===== config.mk =====
export PLATFORM = sky130hd
export DESIGN_NAME = stream_pattern_replace_core
export DESIGN_NICKNAME = d
export VERILOG_FILES = /design/src/rtl/spr_pkg.sv /design/src/rtl/spr_cfg.sv /design/src/rtl/spr_match.sv /design/src/rtl/spr_out.sv /design/src/rtl/stream_pattern_replace_core.sv
export SDC_FILE = /design/constraint.sdc
export NUM_CORES = 1
export LEC_CHECK = 0
export BUFFER_PORTS_ARGS = -buffer_cell sky130_fd_sc_hd__buf_2
export CELL_PAD_IN_SITES_DETAIL_PLACEMENT = 2
export CELL_PAD_IN_SITES_GLOBAL_PLACEMENT = 2
export CORE_UTILIZATION = 36
export CTS_BUF_LIST = sky130_fd_sc_hd__clkbuf_4 sky130_fd_sc_hd__clkbuf_8
export DETAILED_ROUTE_END_ITERATION = 10
export PLACE_DENSITY_LB_ADDON = 0.3
export RECOVER_POWER = 100
export SETUP_SLACK_MARGIN = 0.3
export SYNTH_ARGS = -nofsm -noshare
export SYNTH_HDL_FRONTEND = slang
export SYNTH_SLANG_ARGS = --single-unit

===== constraint.sdc =====
create_clock -name aclk -period 7.6 [get_ports aclk]
set_input_delay 1.14 -clock aclk [delete_from_list [all_inputs] [get_ports aclk]]
set_output_delay 1.14 -clock aclk [all_outputs]
set_load 0.005 [all_outputs]

===== src/rtl/spr_pkg.sv =====
`timescale 1ns / 1ps
`default_nettype none

package spr_pkg;

    localparam int BYTE_W          = 8;
    localparam int WIN_DEPTH       = 8;
    localparam int MAX_PATTERN     = 8;
    localparam int MAX_REPLACEMENT = 8;
    localparam int TEXT_W          = 64;
    localparam int LEN_W           = 4;
    localparam int CFG_IDX_W       = 3;
    localparam int CFG_DATA_W      = 64;

    // Configuration register indexes
    localparam logic [CFG_IDX_W-1:0] REG_PATTERN_TEXT       = 3'd0;
    localparam logic [CFG_IDX_W-1:0] REG_PATTERN_LENGTH     = 3'd1;
    localparam logic [CFG_IDX_W-1:0] REG_REPLACEMENT_TEXT   = 3'd2;
    localparam logic [CFG_IDX_W-1:0] REG_REPLACEMENT_LENGTH = 3'd3;
    localparam logic [CFG_IDX_W-1:0] REG_IGNORE_CASE        = 3'd4;

    localparam logic [BYTE_W-1:0] ASCII_UPPER_A = 8'h41;
    localparam logic [BYTE_W-1:0] ASCII_UPPER_Z = 8'h5A;
    localparam logic [BYTE_W-1:0] ASCII_CASE_OFS = 8'h20;

    typedef struct packed {
        logic [TEXT_W-1:0] pattern_text;
        logic [LEN_W-1:0]  pattern_length;
        logic [TEXT_W-1:0] replacement_text;
        logic [LEN_W-1:0]  replacement_length;
        logic              ignore_case;
    } cfg_t;

    // One burst of results caused by one input transaction
    typedef struct packed {
        logic [TEXT_W-1:0] bytes;
        logic [LEN_W-1:0]  count;
        logic              no_byte;
        logic              last;
    } burst_t;

    function automatic logic [BYTE_W-1:0] fold(input logic [BYTE_W-1:0] c,
                                               input logic ignore_case);
        logic [BYTE_W-1:0] r;
        r = c;
        if (ignore_case && c >= ASCII_UPPER_A && c <= ASCII_UPPER_Z) begin
            r = c + ASCII_CASE_OFS;
        end
        return r;
    endfunction

endpackage

`default_nettype wire


===== src/rtl/spr_cfg.sv =====
`timescale 1ns / 1ps
`default_nettype none

module spr_cfg (
    input  wire logic                             aclk,
    input  wire logic                             aresetn,
    input  wire logic                             cfg_wr_en,
    input  wire logic [spr_pkg::CFG_IDX_W-1:0]    cfg_index,
    input  wire logic [spr_pkg::CFG_DATA_W-1:0]   cfg_wr_data,
    output spr_pkg::cfg_t                         cfg
);

    spr_pkg::cfg_t cfg_reg;

    always_ff @(posedge aclk) begin
        if (!aresetn) begin
            cfg_reg.pattern_text       <= '0;
            cfg_reg.pattern_length     <= spr_pkg::LEN_W'(1);
            cfg_reg.replacement_text   <= '0;
            cfg_reg.replacement_length <= '0;
            cfg_reg.ignore_case        <= 1'b0;
        end else if (cfg_wr_en) begin
            unique case (cfg_index)
                spr_pkg::REG_PATTERN_TEXT: begin
                    cfg_reg.pattern_text <= cfg_wr_data[spr_pkg::TEXT_W-1:0];
                end
                spr_pkg::REG_PATTERN_LENGTH: begin
                    cfg_reg.pattern_length <= cfg_wr_data[spr_pkg::LEN_W-1:0];
                end
                spr_pkg::REG_REPLACEMENT_TEXT: begin
                    cfg_reg.replacement_text <= cfg_wr_data[spr_pkg::TEXT_W-1:0];
                end
                spr_pkg::REG_REPLACEMENT_LENGTH: begin
                    cfg_reg.replacement_length <= cfg_wr_data[spr_pkg::LEN_W-1:0];
                end
                spr_pkg::REG_IGNORE_CASE: begin
                    cfg_reg.ignore_case <= cfg_wr_data[0];
                end
                default: begin
                    // unmapped index: drop the write
                end
            endcase
        end
    end

    assign cfg = cfg_reg;

endmodule

`default_nettype wire


===== src/rtl/spr_match.sv =====
`timescale 1ns / 1ps
`default_nettype none

module spr_match (
    input  wire logic                          aclk,
    input  wire logic                          aresetn,
    input  wire spr_pkg::cfg_t                 cfg,
    input  wire logic                          in_accept,
    input  wire logic [spr_pkg::BYTE_W-1:0]    in_byte,
    input  wire logic                          in_end,
    output spr_pkg::burst_t                    burst
);

    localparam int BW = spr_pkg::BYTE_W;
    localparam int LW = spr_pkg::LEN_W;

    logic [BW-1:0] win_reg  [spr_pkg::WIN_DEPTH];
    logic [BW-1:0] win_app  [spr_pkg::WIN_DEPTH];
    logic [BW-1:0] win_next [spr_pkg::WIN_DEPTH];
    logic [LW-1:0] count_reg;
    logic [LW-1:0] count_next;
    logic [LW-1:0] cnt_app;
    logic [LW-1:0] plen;
    logic [LW-1:0] rlen;
    logic          match;
    logic          do_shift;

    always_comb begin
        if (cfg.pattern_length == '0) begin
            plen = LW'(1);
        end else if (cfg.pattern_length > LW'(spr_pkg::MAX_PATTERN)) begin
            plen = LW'(spr_pkg::MAX_PATTERN);
        end else begin
            plen = cfg.pattern_length;
        end

        if (cfg.replacement_length > LW'(spr_pkg::MAX_REPLACEMENT)) begin
            rlen = LW'(spr_pkg::MAX_REPLACEMENT);
        end else begin
            rlen = cfg.replacement_length;
        end

        // append the new byte unless the window is full
        cnt_app = (count_reg < LW'(spr_pkg::WIN_DEPTH)) ? count_reg + LW'(1) : count_reg;
        for (int i = 0; i < spr_pkg::WIN_DEPTH; i++) begin
            win_app[i] = (LW'(i) == count_reg) ? in_byte : win_reg[i];
        end

        match = (cnt_app == plen);
        for (int i = 0; i < spr_pkg::WIN_DEPTH; i++) begin
            if (LW'(i) < plen &&
                spr_pkg::fold(win_app[i], cfg.ignore_case) !=
                spr_pkg::fold(cfg.pattern_text[BW*i +: BW], cfg.ignore_case)) begin
                match = 1'b0;
            end
        end

        for (int i = 0; i < spr_pkg::WIN_DEPTH; i++) begin
            burst.bytes[BW*i +: BW] = win_app[i];
        end
        burst.count   = '0;
        burst.no_byte = 1'b0;
        burst.last    = in_end;
        count_next    = cnt_app;
        do_shift      = 1'b0;

        if (match) begin
            burst.bytes = cfg.replacement_text;
            burst.count = rlen;
            count_next  = '0;
        end else if (in_end) begin
            burst.count = cnt_app;
            count_next  = '0;
        end else if (cnt_app >= plen) begin
            // pass the oldest byte through
            burst.count = LW'(1);
            do_shift    = 1'b1;
            count_next  = cnt_app - LW'(1);
        end

        if (in_end && burst.count == '0) begin
            burst.bytes   = '0;
            burst.count   = LW'(1);
            burst.no_byte = 1'b1;
        end

        for (int i = 0; i < spr_pkg::WIN_DEPTH; i++) begin
            win_next[i] = win_app[i];
        end
        if (do_shift) begin
            for (int i = 0; i < spr_pkg::WIN_DEPTH - 1; i++) begin
                win_next[i] = win_app[i+1];
            end
        end
    end

    always_ff @(posedge aclk) begin
        if (in_accept) begin
            for (int i = 0; i < spr_pkg::WIN_DEPTH; i++) begin
                win_reg[i] <= win_next[i];
            end
        end
    end

    always_ff @(posedge aclk) begin
        if (!aresetn) begin
            count_reg <= '0;
        end else if (in_accept) begin
            count_reg <= count_next;
        end
    end

    a_count_range: assert property (@(posedge aclk) disable iff (!aresetn)
        count_reg <= LW'(spr_pkg::WIN_DEPTH))
        else $error("window count above depth");

    a_end_clears: assert property (@(posedge aclk) disable iff (!aresetn)
        in_accept && in_end |=> count_reg == '0)
        else $error("window not cleared after end of string");

endmodule

`default_nettype wire


===== src/rtl/spr_out.sv =====
`timescale 1ns / 1ps
`default_nettype none

module spr_out (
    input  wire logic                          aclk,
    input  wire logic                          aresetn,
    input  wire logic                          load_valid,
    input  wire spr_pkg::burst_t               load,
    output logic                               load_ready,
    output logic                               m_valid,
    input  wire logic                          m_ready,
    output logic [spr_pkg::BYTE_W-1:0]         m_out_byte,
    output logic                               m_no_byte,
    output logic                               m_last
);

    localparam int BW = spr_pkg::BYTE_W;
    localparam int LW = spr_pkg::LEN_W;

    logic [spr_pkg::TEXT_W-1:0] data_reg;
    logic [LW-1:0]              rem_reg;
    logic                       nob_reg;
    logic                       last_reg;

    assign m_valid    = (rem_reg != '0);
    assign load_ready = (rem_reg == '0) || (rem_reg == LW'(1) && m_ready);
    assign m_out_byte = data_reg[BW-1:0];
    assign m_no_byte  = nob_reg;
    assign m_last     = last_reg && (rem_reg == LW'(1));

    always_ff @(posedge aclk) begin
        if (!aresetn) begin
            rem_reg <= '0;
        end else if (load_valid) begin
            rem_reg <= load.count;
        end else if (m_valid && m_ready) begin
            rem_reg <= rem_reg - LW'(1);
        end
    end

    always_ff @(posedge aclk) begin
        if (load_valid) begin
            data_reg <= load.bytes;
            nob_reg  <= load.no_byte;
            last_reg <= load.last;
        end else if (m_valid && m_ready) begin
            // advance to the next byte of the burst
            data_reg <= data_reg >> BW;
        end
    end

    a_rem_range: assert property (@(posedge aclk) disable iff (!aresetn)
        rem_reg <= LW'(spr_pkg::WIN_DEPTH))
        else $error("burst count above capacity");

    a_no_byte_alone: assert property (@(posedge aclk) disable iff (!aresetn)
        m_valid && m_no_byte |-> m_last && m_out_byte == '0 && rem_reg == LW'(1))
        else $error("no_byte result is not a lone final result");

    a_load_count: assert property (@(posedge aclk) disable iff (!aresetn)
        load_valid |=> rem_reg == $past(load.count))
        else $error("burst count not loaded");

    a_load_when_free: assert property (@(posedge aclk) disable iff (!aresetn)
        load_valid |-> load_ready)
        else $error("burst loaded over pending results");

endmodule

`default_nettype wire


===== src/rtl/stream_pattern_replace_core.sv =====
`timescale 1ns / 1ps
`default_nettype none

// The first result of a transaction is valid in the cycle after it is accepted.
// Throughput: one input byte per cycle while each byte yields at most one result and m_ready is high;
// a byte that yields several results (replacement or end flush) holds the input
// while the single result register drains those results one byte at a time.
// Reset (aresetn low, synchronous): window empty, no pending results,
// registers at pattern_length 1 and all others zero.
module stream_pattern_replace_core (
    input  wire logic                              aclk,
    input  wire logic                              aresetn,
    input  wire logic                              cfg_wr_en,
    input  wire logic [spr_pkg::CFG_IDX_W-1:0]     cfg_index,
    input  wire logic [spr_pkg::CFG_DATA_W-1:0]    cfg_wr_data,
    input  wire logic                              s_valid,
    output logic                                   s_ready,
    input  wire logic [spr_pkg::BYTE_W-1:0]        s_in_byte,
    input  wire logic                              s_end_of_string,
    output logic                                   m_valid,
    input  wire logic                              m_ready,
    output logic [spr_pkg::BYTE_W-1:0]             m_out_byte,
    output logic                                   m_no_byte,
    output logic                                   m_last
);

    spr_pkg::cfg_t   cfg;
    spr_pkg::burst_t burst;
    logic            load_ready;
    logic            in_accept;

    assign s_ready   = load_ready;
    assign in_accept = s_valid && load_ready;

    spr_cfg u_cfg (
        .aclk        (aclk),
        .aresetn     (aresetn),
        .cfg_wr_en   (cfg_wr_en),
        .cfg_index   (cfg_index),
        .cfg_wr_data (cfg_wr_data),
        .cfg         (cfg)
    );

    spr_match u_match (
        .aclk      (aclk),
        .aresetn   (aresetn),
        .cfg       (cfg),
        .in_accept (in_accept),
        .in_byte   (s_in_byte),
        .in_end    (s_end_of_string),
        .burst     (burst)
    );

    spr_out u_out (
        .aclk       (aclk),
        .aresetn    (aresetn),
        .load_valid (in_accept),
        .load       (burst),
        .load_ready (load_ready),
        .m_valid    (m_valid),
        .m_ready    (m_ready),
        .m_out_byte (m_out_byte),
        .m_no_byte  (m_no_byte),
        .m_last     (m_last)
    );

endmodule

`default_nettype wire


# == After elaboration in Yosys (flattened, before gate mapping) ==
# Memories as Yosys holds them, arrays and structs flattened.
# Index checks and enable logic that the tools add are counted.
# word_totals
reg_bits,211
latch_bits,0
ramBits,64
romBits,0
output_inout_bits,12
word_cells,207
mem_count,1
# mem_list
memory,depth,word_bits,rd,rd_clocked_by_memory_dff,write_ports,line,source
u_match.win_reg,8,8,8,0,8,spr_match.sv:17,logic [BW-1:0] win_reg [spr_pkg::WIN_DEPTH];
# classes
addsub,19
mul,0
n_div,0
order_cmp,44
eq_ne,21
shift,0
mux,54
bitwise,0
n_reduce_logical,58
# op_table
cell,count
$mux W64,3
$mux W8,24
$add A8 B6 Y8 const B,16
$ge A8 B7 Y1 const B,16
$le A8 B7 Y1 const B,16
$mux W69,1
$ne A8 B8 Y1,8
$mux W56,1
$logic_and A1 B1 Y1,45
$mux W4,11
$eq A3 B4 Y1 const A,4
$logic_not A4 Y1,4
$lt A3 B4 Y1 const A,4
$mux W1,14
$reduce_and A2 Y1,5
$eq A2 B4 Y1 const A,2
$gt A4 B4 Y1 const B,2
$lt A1 B4 Y1 const A,2
$lt A2 B4 Y1 const A,2
$sub A4 B1 Y4 const B,2
$eq A3 B2 Y1 const B,2
$add A4 B1 Y4 const B,1
$eq A1 B4 Y1 const A,1
$eq A4 B1 Y1 const B,1
9 further kinds,9

# == Longest topological paths before layout ==
# logic_depth
word_depth,21
mapped_depth,19

# == Modules after synthesis ==
# A second synthesis with hierarchy kept.
# unflattened
cells_unflattened,1674
area_unflattened_um2,16042.9
# modules_own_cells
module,n_inst,cells_per_inst,area_each_um2,seq_area_each_um2
spr_match,1,970,7771.2,2001.9
spr_cfg,1,518,5210.0,2742.6
spr_out,1,185,3055.4,2062.0
stream_pattern_replace_core,1,1,6.3,0.0

# == Worst setup path before layout ==
# OpenSTA, ideal clock, no wires.
# synth_timing
path_type,input to register
start,input s_in_byte[0] in the netlist's numbering
end,"register u_out.data_reg[0] in the netlist's numbering, data pin"
setup_ns,0.257
t_arrival_ns,4.255
required_ns,7.343
path_slack_ns,3.088
stages,14
cell_sequence,clkbuf_1 inv_1 clkbuf_1 a222oi_1 o211ai_1 nand3_1 nand3_1 or4_4 o41ai_4 nand4_4 mux2_2 buf_6 buf_6 a32o_1
# synth_between
elab_chain_cells,20
# synth_rtl
element,line,source
start: declaration,stream_pattern_replace_core.sv:18,"input wire logic [spr_pkg::BYTE_W-1:0] s_in_byte,"
$mux W8,spr_match.sv:46,win_app[i] = (LW'(i) == count_reg) ? in_byte : win_reg[i];
$ge A8 B7 Y1,spr_pkg.sv:46,if (ignore_case && c >= ASCII_UPPER_A && c <= ASCII_UPPER_Z) begin
$logic_and A1 B1 Y1 (2 in series),spr_pkg.sv:46,
$mux W8,spr_pkg.sv:46,
$ne A8 B8 Y1,spr_match.sv:52,"spr_pkg::fold(win_app[i], cfg.ignore_case) !="
$logic_and A1 B1 Y1,spr_match.sv:51,if (LW'(i) < plen &&
$mux W1 (8 in series),spr_match.sv:51,
$mux W4,spr_match.sv:67,if (match) begin
$logic_not A4 Y1,spr_match.sv:81,if (in_end && burst.count == '0) begin
$logic_and A1 B1 Y1,spr_match.sv:81,
$mux W69 *,spr_match.sv:81,
$mux W64 *,spr_out.sv:42,if (load_valid) begin
end signal: assignment,spr_out.sv:43,data_reg <= load.bytes;
end signal: assignment,spr_out.sv:48,data_reg <= data_reg >> BW;
end: declaration,spr_out.sv:20,logic [spr_pkg::TEXT_W-1:0] data_reg;
# Every way passes the cells marked *; elsewhere a longest branch is shown, timed or not.
# A chain may end at the register's enable or synchronous reset.

==> results_dict.tcl <==
set metrics [dict create \
    cap_violations 6 \
    dpl.hpwl_um 41740 \
    num_io_pins 93 \
    place_ws_ns 1.349 \
    slowest_delay_ns 0.97 \
    synth-edff-count 130 \
    via_count 14380 \
    clock.fmax_mhz 150.6 \
    hold_path_class "flop to flop" \
    clock-sinks 275 \
    drtIter0Drc 909 \
    via_per_inst 5.838 \
    worst-setup-path-type "flop to flop" \
    cp-start-kind "flop" \
    ys_warn_count 0 \
    synth_cell_type_count 77 \
    dieArea_sq_mm 0.04444 \
    track_usage_pct 27.53 \
    fin_crit_sh_pct 87.35 \
    first_global_vias 15490 \
    power_leakage_nw 6.683 \
    synth_nets 1918 \
    ant_nets 0 \
    die_x_um 210.8 \
    hold_viol_final 0 \
    clk_pin_slew_ns 0.07 \
    grt_setup_unrepaired "no" \
    critical-path-slowest-cell "nand4_1" \
    violations "max-capacitance violations, max-slew violations" \
    fin_crit_ns 6.639 \
    post_cts_buffers 0 \
    critPathRequiredTime_ns 7.97 \
    ys.flop_type "dfxtp_1" \
    cts_resized 0 \
    worst_pin_slew_ns 4.025 \
    die_h_um 210.8 \
    h-tree-depth 2 \
    wl_per_cell_um 24.78 \
    crit_path_max_fanout 57 \
    setup_viol_count_final 0 \
    cp.arrival_ns 7.01 \
    setup_tns_ns 0 \
    syn_area_per_cell_sq_um 8.673 \
    cts_made_buffers 51 \
    synth_seq_cells 275 \
    coreArea_sq_mm 0.04308 \
    portBuffers 92 \
    largest_reg_flops 137 \
    status "complete, but fails checks" \
    crit_family "compound AO/OA/AOI/OAI gates" \
    antenna_found_initial 1 \
    switchingPower_mw 1.955 \
    syn2layout_area_growth_pct 11.68 \
    p_sw_share_pct 35.60 \
    clkLatencyLatePin_ns 0.66 \
    drt-total-wl_um 61030 \
    nets 1944 \
    pwr-share-seq_pct 42.0 \
    power.clock.fraction_pct 28.3 \
    grt_overflow_total 0 \
    grt_pass1_wl_um 93630 \
    whs_ns 0.4570 \
    r2r-start "u_match.count_reg[3]" \
    power.density_mw_per_mm2 313.2 \
    layout_setup_ws_ns 0.9611 \
    finalMaxSlewViolations 406 \
    end_kind "flop" \
    hold_buffers 0 \
    async_flop_share_pct 0 \
    critPathBufInv 3 \
    cts_tree "yes" \
    clock_skew_ns 0.02814 \
    worstHoldStart "u_cfg.cfg[47]" \
    placementRows 76 \
    place.gp.congestion 0.9223 \
    start_util_pct 36.44 \
    p_int_mw 3.536 \
    crit_path_cell_trace "nand3b_1 > clkbuf_1 > mux2i_1 > inv_1 > ha_1 > o41ai_1 > a21oi_1 > xor2_1 > o2111ai_1 > a2111oi_4 > nand4_1 > mux2_1 > buf_4 > a32o_1" \
    cts_root_buffer "clkbuf_8" \
    total_power_mw 5.490 \
    firstDrtPassIters 5 \
    power_frac_comb_pct 29.7 \
    cp-startpoint "u_match.count_reg[3]" \
    cts_buffer_depth 3 \
    drive_gt1_share_pct 11.78 \
    synth_cells 1810 \
    synth_sequential_area_ratio_pct 43.36 \
    grt_start_max_net_pins 75 \
    irDropWorstVdd_uv 142.0 \
    drc 0 \
    slew_headroom_pct -168.4 \
    syn_area_sq_mm 0.01570 \
]
-- logic make-up (layout without fill, tap and decap cells) --
group | Yosys count | after routing | share of synthesized area (%)
flops | 275 | 275 | 43.36
other cells | 0 | 2 | 0
simple gates | 684 | 684 | 19.53
buf+inv | 202 | 268 | 5.372
compound gates | 462 | 462 | 19.56
fa+ha+maj | 27 | 27 | 2.152
xor+xnor | 50 | 50 | 2.877
mux | 110 | 110 | 7.150
-- tightest hold or removal path: cells and delay by family, from the launching register on --
family,cells,cell delay (ns)
and+or+nand+nor,1,0.05
DFF,1,0.31
AOI/OAI and AO/OA,1,0.05
-- area by class of cell --
cell class                      instances  area [sq um]
Clock buffer                           87          1066
Tap cell                              585         732.0
Multi-Input combinational cell       1333          8066
Timing Repair Buffer                  111         586.8
Inverter                               64         241.5
Sequential cell                       275          6807
Antenna cell                            2         5.005
Fill cell                            4825         25540
Clock inverter                          6         27.53
-- cell usage after synthesis, types with 8 or more instances --
cell type | instances | share of area (%)
o41ai_1 | 8 | 0.45
a32o_1 | 57 | 3.6
nor3b_1 | 9 | 0.43
a21oi_1 | 211 | 6.7
dfxtp_1 | 145 | 18
inv_1 | 60 | 1.4
a211oi_1 | 8 | 0.38
nor2b_1 | 10 | 0.40
ha_1 | 27 | 2.2
nand3_1 | 28 | 0.89
o21ai_0 | 21 | 0.67
and2_1 | 10 | 0.40
mux2i_1 | 102 | 6.5
clkbuf_1 | 113 | 2.7
nand2_1 | 379 | 9.1
xnor2_1 | 37 | 2.1
nand2b_1 | 14 | 0.56
nor4_1 | 9 | 0.36
nor2_1 | 76 | 1.8
a31oi_1 | 65 | 2.6
or3_1 | 8 | 0.32
buf_2 | 8 | 0.26
xor2_1 | 12 | 0.67
buf_4 | 10 | 0.48
edfxtp_1 | 130 | 25
nor3_1 | 97 | 3.1
o22ai_1 | 11 | 0.44
-- power by group through the flow --
| stage | registers [mW] | logic, mW | clock network, mW |
|---|---|---|---|
| global route | 2.33 | 1.76 | 1.65 |
| CTS | 2.28 | 1.63 | 1.59 |
| detailed placement | 2.30 | 1.62 | 0 |
| floorplan | 2.19 | 1.11 | 0 |
| finish | 2.30 | 1.63 | 1.56 |
| global placement | 2.29 | 1.55 | 0 |
-- metal layers --
metal / up-vias / routed length [um] / global-route usage [%]
li1: 6641 / - / -
met3: 111 / 2331 / 3.672
met1: 7310 / 26800 / 34.78
met4: 0 / 1982 / 10.99
met5: - / 0 / 0
met2: 316 / 29920 / 47.39
-- per-stage QoR --
stage          utilization, %  cell area, sq um  std cells
4_1_cts                 40.81             17580       2461
3_3_place_gp            38.27             16490       2368
5_1_grt                 40.69             17530       2462
2_1_floorplan               -             15700       1810
6_report                40.70             17530       2463
3_5_place_dp            38.27             16490       2368
-- final timing paths --
path                        end  slack (ns)  depth (start not counted)
min reg2reg       u_cfg.cfg[47]        0.46                          2
max reg2reg  u_out.data_reg[37]        0.96                         14
min               u_cfg.cfg[47]        0.46                          2
max          u_out.data_reg[37]        0.96                         14
-- cell usage in the layout (no fill, tap or decap), types with 8 or more instances in the layout --
cell | synthesis | final
a32o_1 | 57 | 57
buf_4 | 10 | 12
a31oi_1 | 65 | 64
o22ai_1 | 11 | 11
mux2i_1 | 102 | 102
clkbuf_4 | 0 | 21
nor3_1 | 97 | 97
or3_1 | 8 | 8
nor3b_1 | 9 | 8
clkbuf_8 | 0 | 66
nand4_1 | 7 | 8
nor4_1 | 9 | 9
o21ai_0 | 21 | 21
xnor2_1 | 37 | 37
ha_1 | 27 | 27
dfxtp_1 | 145 | 145
edfxtp_1 | 130 | 130
nor2_1 | 76 | 76
inv_1 | 60 | 59
nor2b_1 | 10 | 10
nand2b_1 | 14 | 14
nand2_1 | 379 | 378
clkbuf_1 | 113 | 11
a21oi_1 | 211 | 211
a211oi_1 | 8 | 8
nand3_1 | 28 | 28
o41ai_1 | 8 | 8
buf_2 | 8 | 86
xor2_1 | 12 | 12
No activity file was read; power rests on OpenSTA's default activity.
